### config.mk
export PLATFORM = sky130hd
export DESIGN_NAME = dms_coordinate_text_parser
export DESIGN_NICKNAME = d
export VERILOG_FILES = /design/src/sv/dcp_pkg.sv /design/src/sv/dcp_char_step.sv /design/src/sv/dms_coordinate_text_parser.sv
export SDC_FILE = /design/constraint.sdc
export NUM_CORES = 1
export LEC_CHECK = 0
export ABC_AREA = 1
export BUFFER_PORTS_ARGS = -buffer_cell sky130_fd_sc_hd__buf_2
export CELL_PAD_IN_SITES_DETAIL_PLACEMENT = 0
export CELL_PAD_IN_SITES_GLOBAL_PLACEMENT = 2
export CORE_MARGIN = 2
export CORE_UTILIZATION = 37
export DETAILED_ROUTE_END_ITERATION = 12
export PLACE_DENSITY = 0.92
export SYNTH_ARGS = -nofsm -noshare
export SYNTH_HDL_FRONTEND = slang
export SYNTH_HIERARCHICAL = 1
export SYNTH_SLANG_ARGS = --single-unit
### constraint.sdc
create_clock -name clk_i -period 8.2 [get_ports clk_i]
set_input_delay 0.82 -clock clk_i [delete_from_list [all_inputs] [get_ports clk_i]]
set_output_delay 0.82 -clock clk_i [all_outputs]
set_load 0.03 [all_outputs]
### src/sv/dcp_pkg.sv
`timescale 1ns / 1ps

package dcp_pkg;

  // default number of fraction digits carried in the scaled values
  localparam int FRACTION_DIGITS_DEF = 6;

  // saturation limit of every scaled value
  localparam logic [29:0] VALUE_MAX = 30'd999999999;

  // special characters of the coordinate text
  localparam logic [7:0] CH_DEGREE = 8'hB0;
  localparam logic [7:0] CH_QUOTE  = 8'h27;
  localparam logic [7:0] CH_DQUOTE = 8'h22;
  localparam logic [7:0] CH_DOT    = 8'h2E;
  localparam logic [7:0] CH_MINUS  = 8'h2D;
  localparam logic [7:0] CH_PLUS   = 8'h2B;

  typedef enum logic [1:0] {
    KIND_UNKNOWN = 2'd0,
    KIND_LAT     = 2'd1,
    KIND_LON     = 2'd2
  } dcp_kind_e;

  // input transaction payload
  typedef struct packed {
    logic [7:0] char_code;
    logic       last_char;
    logic [1:0] kind_hint;
  } dcp_in_t;

  // output transaction payload
  typedef struct packed {
    logic signed [30:0] degrees_scaled;
    logic [29:0]        minutes_scaled;
    logic [29:0]        seconds_scaled;
    logic [1:0]         coord_kind;
    logic               parsed_ok;
  } dcp_out_t;

  // running parse state of one string
  typedef struct packed {
    logic [2:0][29:0] fields;
    logic [29:0]      cur_num;
    logic [1:0]       field_idx;
    logic [3:0]       frac_pos;
    logic             in_num;
    logic             neg;
    logic             parsed;
    logic             frozen;
    dcp_kind_e        kind;
  } dcp_state_t;

  localparam dcp_state_t DCP_STATE_RESET = '0;

  // ten to the n, n up to 6
  function automatic logic [19:0] pow10(input logic [2:0] n);
    logic [19:0] v;
    case (n)
      3'd0:    v = 20'd1;
      3'd1:    v = 20'd10;
      3'd2:    v = 20'd100;
      3'd3:    v = 20'd1000;
      3'd4:    v = 20'd10000;
      3'd5:    v = 20'd100000;
      3'd6:    v = 20'd1000000;
      default: v = 20'd0;
    endcase
    return v;
  endfunction

endpackage

### src/sv/dcp_char_step.sv
`timescale 1ns / 1ps

module dcp_char_step import dcp_pkg::*; #(
  parameter int FRACTION_DIGITS = FRACTION_DIGITS_DEF
) (
  input  dcp_state_t state_i,
  input  logic [7:0] char_i,
  output dcp_state_t state_o
);

  localparam logic [19:0] Scale = pow10(3'(FRACTION_DIGITS));

  logic [3:0]  digit;
  logic [3:0]  wexp;
  logic [19:0] weight;
  logic [33:0] cur_ext;
  logic [33:0] int_sum;
  logic [33:0] frac_sum;
  logic [33:0] acc;
  logic [29:0] cur_new;
  logic [1:0]  slot;

  // digit arithmetic
  always_comb begin
    digit    = char_i[3:0];
    wexp     = 4'(FRACTION_DIGITS) - state_i.frac_pos;
    weight   = (state_i.frac_pos <= 4'(FRACTION_DIGITS)) ? pow10(wexp[2:0]) : 20'd0;
    cur_ext  = {4'b0, state_i.cur_num};
    int_sum  = (cur_ext << 3) + (cur_ext << 1) + 34'(digit) * 34'(Scale);
    frac_sum = cur_ext + 34'(digit) * 34'(weight);
    acc      = (state_i.frac_pos == 4'd0) ? int_sum : frac_sum;
    cur_new  = (acc > 34'(VALUE_MAX)) ? VALUE_MAX : acc[29:0];
    slot     = (state_i.field_idx > 2'd2) ? 2'd2 : state_i.field_idx;
  end

  always_comb begin
    state_o = state_i;
    if (!state_i.frozen) begin
      if (char_i inside {[8'h30:8'h39]}) begin
        state_o.in_num = 1'b1;
        if (state_i.frac_pos != 4'd0 && state_i.frac_pos != 4'd15) begin
          state_o.frac_pos = state_i.frac_pos + 4'd1;
        end
        state_o.cur_num      = cur_new;
        state_o.fields[slot] = cur_new;
      end else begin
        case (char_i)
          "W", "w", "S", "s", "N", "n", "E", "e": begin
            state_o.neg      = (char_i == "W") || (char_i == "w") ||
                               (char_i == "S") || (char_i == "s");
            state_o.kind     = ((char_i == "S") || (char_i == "s") ||
                                (char_i == "N") || (char_i == "n")) ? KIND_LAT : KIND_LON;
            state_o.in_num   = 1'b0;
            state_o.frac_pos = 4'd0;
            state_o.parsed   = 1'b1;
            state_o.frozen   = 1'b1;
          end
          CH_DEGREE, CH_QUOTE, CH_DQUOTE: begin
            if (char_i == CH_DEGREE) begin
              state_o.fields[0] = state_i.cur_num;
              state_o.field_idx = 2'd1;
            end else if (char_i == CH_QUOTE) begin
              state_o.fields[1] = state_i.cur_num;
              state_o.field_idx = 2'd2;
            end else begin
              state_o.fields[2] = state_i.cur_num;
              state_o.field_idx = slot;
            end
            if (state_i.in_num) state_o.parsed = 1'b1;
            state_o.in_num   = 1'b0;
            state_o.cur_num  = '0;
            state_o.frac_pos = 4'd0;
          end
          CH_DOT:   state_o.frac_pos = 4'd1;
          CH_MINUS: state_o.neg = 1'b1;
          CH_PLUS:  state_o.neg = 1'b0;
          default: begin
            // separator: other letters only close the number
            state_o.frac_pos = 4'd0;
            state_o.cur_num  = '0;
            state_o.in_num   = 1'b0;
            if (state_i.in_num && !(char_i inside {[8'h41:8'h5A], [8'h61:8'h7A]}) &&
                state_i.field_idx < 2'd2) begin
              state_o.field_idx = state_i.field_idx + 2'd1;
            end
          end
        endcase
      end
    end
  end

endmodule

### src/sv/dms_coordinate_text_parser.sv
`timescale 1ns / 1ps

// Degrees-minutes-seconds coordinate text parser. Feed the text one byte per
// transaction, with last_char set on the final byte; one result transaction
// follows each final byte and the parser then starts clean for the next string.
// Degrees, minutes and seconds come out scaled by ten to FRACTION_DIGITS and
// saturate at 999999999; degrees are negated for a minus sign, S or W. A
// hemisphere letter fixes the kind and ignores the rest of the string; the
// degree (0xB0), minute and second marks close a field. Throughput is one byte
// per cycle, set by the per-character update of the parse state; only a final
// byte can wait, while an earlier string still fills the snapshot stage and the
// output is stalled. A final byte passes the input register, the character
// update into the snapshot, then result formatting into the output register.
module dms_coordinate_text_parser import dcp_pkg::*; #(
  parameter int FRACTION_DIGITS = FRACTION_DIGITS_DEF
) (
  input  logic     clk_i,
  input  logic     rst_ni,
  input  logic     in_valid_i,
  output logic     in_ready_o,
  input  dcp_in_t  in_data_i,
  output logic     out_valid_o,
  input  logic     out_ready_i,
  output dcp_out_t out_data_o
);

  localparam logic [19:0] Scale    = pow10(3'(FRACTION_DIGITS));
  localparam logic [29:0] DegLimit = 30'(90 * Scale);

  // snapshot of a finished string, waiting for formatting
  typedef struct packed {
    logic [2:0][29:0] fields;
    logic             neg;
    dcp_kind_e        kind;
    logic             parsed;
    logic [1:0]       hint;
  } dcp_snap_t;

  // input register
  logic       inp_vld_q, inp_vld_d;
  dcp_in_t    inp_q;

  // parse state
  dcp_state_t st_q, st_step;

  // snapshot stage
  logic       snap_vld_q, snap_vld_d;
  dcp_snap_t  snap_q;

  // output register
  logic       out_vld_q, out_vld_d;
  dcp_out_t   out_q, out_d;

  logic       out_free;
  logic       snap_adv;
  logic       proc_en;
  logic       in_accept;

  // pipeline flow control, each stage moves when the one after it has room
  assign out_free   = !out_vld_q || out_ready_i;
  assign snap_adv   = snap_vld_q && out_free;
  assign proc_en    = inp_vld_q && (!inp_q.last_char || !snap_vld_q || out_free);
  assign in_ready_o = !inp_vld_q || proc_en;
  assign in_accept  = in_valid_i && in_ready_o;

  assign inp_vld_d  = in_accept ? 1'b1 : (proc_en ? 1'b0 : inp_vld_q);
  assign snap_vld_d = (proc_en && inp_q.last_char) ? 1'b1 : (snap_adv ? 1'b0 : snap_vld_q);
  assign out_vld_d  = snap_adv ? 1'b1 : (out_ready_i ? 1'b0 : out_vld_q);

  // per-character update of the parse state
  dcp_char_step #(
    .FRACTION_DIGITS(FRACTION_DIGITS)
  ) u_step (
    .state_i(st_q),
    .char_i (inp_q.char_code),
    .state_o(st_step)
  );

  // result formatting: kind selection, longitude override and sign
  always_comb begin
    dcp_kind_e kind;
    if (snap_q.kind != KIND_UNKNOWN) begin
      kind = snap_q.kind;
    end else if (snap_q.hint == 2'd3) begin
      kind = KIND_UNKNOWN;
    end else begin
      kind = dcp_kind_e'(snap_q.hint);
    end
    // more than ninety degrees can only be a longitude
    if (snap_q.fields[0] > DegLimit) kind = KIND_LON;
    out_d.degrees_scaled = snap_q.neg ? (31'sd0 - $signed({1'b0, snap_q.fields[0]}))
                                      : $signed({1'b0, snap_q.fields[0]});
    out_d.minutes_scaled = snap_q.fields[1];
    out_d.seconds_scaled = snap_q.fields[2];
    out_d.coord_kind     = kind;
    out_d.parsed_ok      = snap_q.parsed;
  end

  always_ff @(posedge clk_i or negedge rst_ni) begin
    if (!rst_ni) begin
      inp_vld_q  <= 1'b0;
      snap_vld_q <= 1'b0;
      out_vld_q  <= 1'b0;
      st_q       <= DCP_STATE_RESET;
    end else begin
      inp_vld_q  <= inp_vld_d;
      snap_vld_q <= snap_vld_d;
      out_vld_q  <= out_vld_d;
      if (proc_en) begin
        // the final byte hands the string over and clears the state
        st_q <= inp_q.last_char ? DCP_STATE_RESET : st_step;
      end
    end
  end

  // payload registers
  always_ff @(posedge clk_i) begin
    if (in_accept) inp_q <= in_data_i;
    if (proc_en && inp_q.last_char) begin
      snap_q.fields <= st_step.fields;
      snap_q.neg    <= st_step.neg;
      snap_q.kind   <= st_step.kind;
      snap_q.parsed <= st_step.parsed;
      snap_q.hint   <= inp_q.kind_hint;
    end
    if (snap_adv) out_q <= out_d;
  end

  assign out_valid_o = out_vld_q;
  assign out_data_o  = out_q;

endmodule

==> Yosys cells after proc, flatten, opt, wreduce, memory -nomap -nowiden <==
Cells that the tools add are included.
{ "classes": {"muxes": 40, "div_mod_pow": 0, "multipliers": 2, "n_eq_ne": 29, "order_cmp": 13, "n_bitwise": 0, "reduce_logical": 44, "shifts": 0, "n_addsub": 7} }
{ "ops": {"columns": ["operator", "n"], "rows": [
  ["two-way mux 132 bit", 2],
  ["two-way mux 30 bit", 6],
  ["one-hot mux 20 bit (7 select lines)", 1],
  ["two-way mux 120 bit", 1],
  ["bitwise mux 90 bit", 1],
  ["two-way mux 90 bit", 1],
  ["equality test 8 x 7 -> 1 bit (second input constant)", 8],
  ["one-hot mux 32 bit (2 select lines)", 1],
  ["demux 30 bit (select 2 bit)", 1],
  ["two-way mux 60 bit", 1],
  ["equality test 8 x 6 -> 1 bit (second input constant)", 5],
  ["adder 33 x 31 -> 34 bit", 1],
  ["adder 34 x 24 -> 34 bit", 1],
  ["> comparator 34 x 30 -> 1 bit (second input constant)", 1],
  ["two-way mux 34 bit", 1],
  ["adder 30 x 24 -> 31 bit", 1],
  ["subtractor 1 x 30 -> 31 bit (first input constant)", 1],
  ["> comparator 30 x 27 -> 1 bit (second input constant)", 1],
  ["multiplier 4 x 20 -> 24 bit", 1],
  ["two-way mux 20 bit", 1],
  ["multiplier 4 x 14 -> 18 bit (second input constant)", 1],
  [">= comparator 8 x 7 -> 1 bit (second input constant)", 2],
  ["less-or-equal comparator 8 x 7 -> 1 bit (second input constant)", 2],
  ["two-way mux 2 bit", 8],
  ["42 further kinds", 85]
]} }
{ "word_totals": {"memories": 0, "elab_cells": 165, "romBits": 0, "reg_bits": 336, "ram_bits": 0, "input_bits": 15, "latch_bits": 0, "out_inout_bits": 96} }

==> Longest topological paths before layout <==
Gate-level depths: netlist (run 1).
{ "logic_depth": {"ltp_word": 13, "depth_mapped": 40, "depth_no_buf": 39} }

==> Cells and area by module <==
The synthesis (run 1) kept the hierarchy.
{ "modules_own_cells": {"columns": ["mod", "seq_area_each_um2", "instances", "area_each_um2", "cells_each"], "rows": [
  ["dms_coordinate_text_parser", 9414.0, 1, 12678.4, 1028],
  ["dcp_char_step", 0.0, 1, 12024.0, 2278]
]} }

==> Worst setup path before layout (run 1) <==
No wires, ideal clock.
{ "synth_timing": {"path_type": "register -> register", "from": "register st_q[7] (netlist name)", "to": "register st_q[98] (netlist name)", "setup_slack_ns": 2.512, "required_time_ns": 8.070, "setup_ns": 0.130, "stages_incl_launch_ff": 35, "arrival_time_ns": 5.558, "path_cell_list": "dfrtp_1 -> ha_1 -> or2_2 -> nand2_1 -> inv_1 -> nor3_1 -> inv_1 -> nor2_1 -> fa_1 -> fa_1 -> inv_1 -> fa_1 -> inv_1 -> ha_1 -> nand2_1 -> inv_1 -> nand2_1 -> nand2_1 -> inv_1 -> nand2_1 -> a21oi_1 -> nand3_1 -> nand3_1 -> nand2_2 -> nor2_1 -> nand2_1 -> nor2_1 -> nand3_1 -> buf_2 -> nand3_2 -> nand2_1 -> nand2_1 -> nand2_1 -> nand3_1 -> o21ai_0"} }
{ "synth_lines": {"columns": ["item", "line_no", "rtl"], "rows": [
  ["start: declaration", "dms_coordinate_text_parser.sv:44", "dcp_state_t st_q, st_step;"],
  ["start signal: assignment", "dms_coordinate_text_parser.sv:111", "st_q <= inp_q.last_char ? DCP_STATE_RESET : st_step;"]
]} }

==> results of run 1 <==
-- final cells by class --
class,instances,area [µm²]
fillers,6877,38800
clock buffers,45,965
multi-input cells,2242,12500
repair buffers,144,812
clock inverters,18,264
well taps,864,1080
inverters,594,2240
flip-flops and latches,336,9420
-- worst max-delay path, delay by kind of cell, from the launching register on --
| kind | cells | cell delay, ns |
|---|---|---|
| buffers and inverters | 5 | 0.43 |
| flip-flops | 1 | 0.46 |
| AND/OR/NAND/NOR | 20 | 3.85 |
| AO/OA/AOI/OAI | 2 | 0.30 |
| adder cells (fa/ha/maj) | 5 | 2.12 |
-- logic make-up (layout without fill, tap and decap cells) --
family | after synthesis | count (layout) | share of synthesized area, %
AO/OA/AOI/OAI | 368 | 368 | 8.75
XOR/XNOR | 29 | 29 | 1.06
adder cells (fa/ha/maj) | 184 | 184 | 11.6
buffers and inverters | 728 | 801 | 11.8
flip-flops | 336 | 336 | 38.1
multiplexers | 1 | 1 | 0.0405
AND/OR/NAND/NOR | 1660 | 1660 | 28.7
-- worst paths after layout --
check / from / to / slack [ns] / depth (start not counted)
max in group asynchronous: rst_ni / st_q[124] / 6.39 / 2
max reg2reg: st_q[7] / st_q[54] / 0.87 / 32
min reg2reg: out_d[62] / out_data_o[62] / 0.42 / 0
min: rst_ni / st_q[84] / 0.28 / 1
min in group clk_i: out_d[62] / out_data_o[62] / 0.42 / 0
max: st_q[7] / st_q[54] / 0.87 / 32
-- cell usage in the layout (no fill, tap or decap), drive strengths merged, types with 2 or more instances in the layout --
master    count
o21a          2
nand2       805
o21ai       190
clkbuf       45
nand4        96
xor2         22
or2           8
o211ai        2
nor3         23
a31oi         8
ha          110
inv         594
xnor2         7
o221ai        2
o22ai         9
o31ai         3
buf         144
dfrtp       135
nor2        405
clkinvlp      4
o21bai        2
clkinv        8
fa           74
bufinv        6
nand3       307
a21oi        53
nand3b        8
a22oi        89
and2          5
edfxtp      201
and3          2
-- per-layer routing --
layer | global-route usage [%] | part of all wire [%] | vias to the layer above
met5 | 0 | 0 | -
met1 | 32.2 | 46 | 10433
met2 | 37.6 | 47 | 636
met4 | 5.22 | 2.0 | 0
li1 | - | - | 10704
met3 | 2.17 | 5.2 | 96
-- stage by stage --
step	utilization, %	cell area (µm²)	hold slack, ns	total power [mW]
2_1_floorplan	-	24700	0.400	2.63
3_3_place_gp	39.4	26000	0.400	2.97
3_5_place_dp	39.4	26000	0.405	2.97
4_1_cts	41.3	27200	0.300	4.70
5_1_grt	41.3	27200	0.330	4.87
6_report	41.3	27200	0.282	4.66
-- registers in the layout, indices dropped and copies added, names as in the netlist --
| name | flops |
|---|---|
| inp_q | 11 |
| st_q | 132 |
| out_data_o | 94 |
| snap_q | 35 |
| snap_vld_q | 1 |
| out_d | 61 |
| inp_vld_q | 1 |
| out_valid_o | 1 |
-- where the power goes --
| group | switching [mW] | internal (mW) | total (mW) | leakage, nW |
|---|---|---|---|---|
| clock | 0.693 | 1.03 | 1.72 | 0.590 |
| combinational | 0.736 | 0.272 | 1.01 | 8.42 |
| sequential | 0.0512 | 1.88 | 1.93 | 3.80 |
==> key figures, run 1 <==
Clock network
  • Post-CTS Hold Buffers: 0
  • # clock sinks: 336
  • Clock-pin slew on the worst setup and hold paths: roughly 0.060 ns
  • Clock tree buffer depth: 3
  • CTS buffer count: 35
  • Root buffer cell: clkbuf_16
  • Worst skew pair latency: between 0.5 and 0.6 ns
  • CTS tree: built
  • H-tree depth: 2
  • Post CTS Setup Buffer Count: 0
  • # resized after CTS: 0

Critical path
  • Critical path's slowest cell: nor2_1
  • Crit start category: flip-flop
  • Worst-path maximum fanout: 45
  • Critical Path AT: 7.72 ns
  • Slowest stage delay, CP: between 0.5 and 0.6 ns
  • Required @ worst endpoint: around 8.6 ns
  • CP endpoint kind: flip-flop
  • Crit Path Category: reg -> reg
  • Top cell by count, worst path: nand2_1

Yosys
  • Most common cell in the netlist: nand2_1
  • Post-Syn Area: roughly 25000 µm²
  • Synthesized Nets: between 3000 and 4000
  • Synthesis-stage register bit count: 336
  • Netlist cell types: 55
  • Top-area cell type share of the netlist area: about a quarter
  • Syn_area_per_cell: 7.47 µm²
  • Sequential-to-total area share from yosys stat: between 30% and 40%
  • Cell count after synthesis: 3306
  • Number of synthesized flops with an enable pin: ~200
  • Top FF cell, synth: edfxtp_1
  • Post-synth top area cell: edfxtp_1
  • Post-synth ARST share: 40.2%
  • Synth Warn #: 6
  • Synth area leaders: edfxtp_1 24%, dfrtp_1 14%, nand2_1 12%, inv_1 8.7%, nand3_1 6.1%
  • Top post-synthesis cells by count: 796 x nand2_1, 573 x inv_1, 391 x nor2_1, 299 x nand3_1, 201 x edfxtp_1

Drt
  • Wire length per cell: between 15 and 20 µm
  • Final WL: approximately 80000 µm
  • Vias: 21869
  • Initial DRC Count: about 2200
  • DRT antenna net count: 0
  • DRC: 0
  • Vias per cell: a little over 5
  • DRT Pass-1 Iters: 6

Timing
  • Hold Fails Final Rpt: 0
  • Max Fclk: ~140 MHz
  • Min cycle time layout: roughly 7.3 ns
  • Final Max Slew Viols: 0
  • Max-slew headroom: approximately 20%
  • Final setup TNS: 0 ns
  • Crit share post-route: 89.3%
  • Worst-margin pin slew: roughly 1.2 ns
  • Layout Skew: around 0.028 ns
  • Setup ws final: a little under 0.9 ns
  • Unrepaired setup endpoints after global routing: false
  • Setup Viol. Count Final: 0

GRT
  • Largest net degree at the start of global routing: 91
  • Global-route usage over all layers: about 23%
  • Total congestion overflow: 0
  • Global-route wire length before repair: about 120000 µm
  • Vias in the first global route: between 20000 and 25000
  • Initial antenna violation count: 0

Place
  • Detailed placement HPWL: ~58000 µm
  • DP Cell Count: about 4200
  • PortBufs: between 100 and 150
  • Placement Setup Slack: 0.903 ns
  • Placer congestion estimate: between 0.8 and 0.9

Finish
  • Ant diodes: 0
  • Nets@finish: about 3600
  • Share of cells above drive strength 1: between 8 and 9%
  • Area added between synthesis and finish: 10.2%
  • Non-Filler Instances: 4243

Floorplanning
  • # rows: 94
  • Chip Width: around 260 µm
  • I/O pins: 111
  • Core area: around 66000 µm²
  • Starting Density: between 30% and 40%
  • Total die area: between 60000 and 70000 µm²
  • Die Y: roughly 260 µm

Run status
  • Status: finished, final reports clean

Pwr
  • Lkg Pwr: roughly 13 nW
  • Power density over the cells: around 170 nW/µm²
  • VDD IR max: 114 µV

Worst hold path
  • Tightest Hold Check Type: in -> async

Flow run
  • Max_cap viols: 0
Power figures use the tool's default switching activity.
==> run 2: changes to the inputs <==
Clock period 8.2 ns to 7.2 ns, I/O delays scaled along.
==> run 2 against run 1 <==
Worst hold slack worse by 0.095 ns. Total power is 11% higher. Clock power is 3% higher. Sequential share of layout area is 0.084 points lower. Combinational power is 17% higher. Wire length is 0.36% higher. Fmax is 9.1% higher. Register-to-register slack worse by 0.39 ns. Setup slack worse by 0.39 ns. Critical path depth is 2 higher. Critical path type unchanged. Critical endpoint is now st_q[98]. Highest routed layer unchanged.
==> key figures, run 2 (synthesis results as in run 1) <==
GRT
  • Initial antenna violation count: 0
  • Global-route usage over all layers: between 20% and 30%
  • Global-route wire length before repair: ~120000 µm
  • Vias in the first global route: about 21000
  • Total congestion overflow: 0
  • Largest net degree at the start of global routing: 85

Floorplanning
  • # rows: 94
  • Chip Width: approximately 260 µm
  • Total die area: between 60000 and 70000 µm²
  • Core area: 66000 µm²
  • Die Y: 262 µm
  • Starting Density: between 30 and 40%
  • I/O pins: between 100 and 150

Place
  • PortBufs: 110
  • Placer congestion estimate: approximately 0.94
  • Placed cell areas: 26200 µm²
  • Detailed placement HPWL: between 50000 and 60000 µm
  • DP Cell Count: 4196

Finish
  • Area added between synthesis and finish: 10.5%
  • Fill cells: a little under 7000
  • Most common cell after layout, fill and taps aside: nand2_1
  • Register with the most flip-flops: st_q
  • Post-layout util: 41.4%
  • Non-Filler Instances: between 4000 and 5000
  • Most frequent cells in the layout: 795 x nand2_1, 571 x inv_1, 385 x nor2_1, 298 x nand3_1, 201 x edfxtp_1
  • Register area: 9420 µm²
  • Design Area, Final: between 20000 and 30000 µm²
  • Share of cells above drive strength 1: 8.68%
  • Max reg flops: 132
  • Ant diodes: 0
  • Nets@finish: between 3000 and 4000
  • Multi-input logic area: approximately 12000 µm²

Critical path
  • Required @ worst endpoint: 7.59 ns
  • RR Endpoint: st_q[98]
  • Crit Path Category: reg -> reg
  • R2R setup slack: 0.48 ns
  • Top cell by count, worst path: nand2_1
  • Worst-path maximum fanout: 23
  • Slowest stage delay, CP: approximately 0.58 ns
  • Critical Path AT: just over 7 ns
  • CP endpoint kind: flip-flop
  • Critical path's slowest cell: fa_1
  • Crit start category: flip-flop
  • FF-to-FF Start: st_q[7]
  • R2R depth: 34

Worst hold path
  • Tightest Hold Check Type: in -> async

Timing
  • Final Max Slew Viols: 0
  • Max-slew headroom: 22.4%
  • Worst-margin pin slew: between 1 and 1.5 ns
  • Max Fclk: between 100 and 150 MHz
  • Min cycle time layout: 6.72 ns
  • Setup Viol. Count Final: 0
  • Hold Fails Final Rpt: 0
  • Crit share post-route: roughly 93%
  • Layout Skew: 0.0215 ns

Flow run
  • Max_cap viols: 0

Clock network
  • # clock sinks: roughly 340
  • Clock tree buffer depth: 3
  • Clock-pin slew on the worst setup and hold paths: approximately 0.060 ns
  • CTS buffer count: 36
  • Worst skew pair latency: 0.55 ns
  • Root buffer cell: clkbuf_16
  • CTS tree: built
  • H-tree depth: 2
  • Post-CTS Hold Buffers: 0

Pwr
  • Lkg Pwr: around 13 nW
  • VDD IR max: approximately 120 µV
  • Power density over the cells: around 190 nW/µm²
  • Overall power: a little over 5 mW

Drt
  • Final WL: 79900 µm
  • Wire length per cell: 18.7 µm
  • DRC: 0
  • Initial DRC Count: about 2200
  • DRT antenna net count: 0
  • Vias: around 22000
  • Vias per cell: 5.15
  • DRT Pass-1 Iters: 6

Run status
  • Status: finished, final reports clean
==> run 2: changes by cell type in the layout (fill, tap and decap cells not counted), moves of 2 or more <==
cell,change
buf_12,+4
buf_4,+13
clkinv_2,+2
clkbuf_1,+8
clkinvlp_4,-4
bufinv_16,-5
==> run 2: worst max-delay path by stage <==
stage,startpoint,end,cells after the start
finish,st_q[7],st_q[98],34
global route,st_q[7],st_q[128],36
CTS,st_q[7],st_q[98],36
detailed placement,st_q[7],st_q[76],36
global placement,st_q[7],st_q[98],36
floorplan,st_q[7],st_q[98],34
==> run 2: repair_timing <==
action,in CTS,in global routing
resized for setup,0,3
endpoints found under the setup margin,0,24
setup buffers,0,1
==> run 2: critical path: cells and delay by family, from the launching register on <==
kind,cells,cell delay [ns]
AO/OA/AOI/OAI,2,0.38
flip-flops,1,0.47
AND/OR/NAND/NOR,25,3.20
buffers and inverters,2,0.40
adder cells (fa/ha/maj),5,2.08
==> run 2: metal layers <==
metal	GRT usage (%)	wire (µm)	up-vias
met5	0	0	-
met3	2.75	4560	96
met4	5.34	1550	0
li1	-	-	10740
met2	37.5	36900	652
met1	32.2	36800	10476
==> run 2: per-stage QoR <==
| step | setup TNS, ns | setup WS (ns) | hold WS, ns |
|---|---|---|---|
| 6_report | 0 | 0.485 | 0.187 |
| 5_1_grt | -0.000600 | -0.000600 | 0.233 |
| 4_1_cts | 0 | 0.431 | 0.232 |
| 3_5_place_dp | 0 | 0.437 | 0.405 |
| 3_3_place_gp | 0 | 0.515 | 0.402 |
| 2_1_floorplan | 0 | 1.51 | 0.400 |
==> run 2: final cells by class <==
| type | count | share of cell area [%] |
|---|---|---|
| Clock buffer | 54 | 3.70 |
| Clock inverter | 11 | 0.362 |
| Inverter | 594 | 8.19 |
| Multi-Input combinational cell | 2242 | 45.7 |
| Sequential cell | 336 | 34.5 |
| Tap cell | 864 | 3.96 |
| Timing Repair Buffer | 161 | 3.63 |
==> run 2: power breakdown <==
part | switching (mW) | internal (mW) | leakage, nW
clock network | 0.772 | 1.01 | 0.546
logic | 0.848 | 0.331 | 8.53
registers | 0.0568 | 2.14 | 3.80
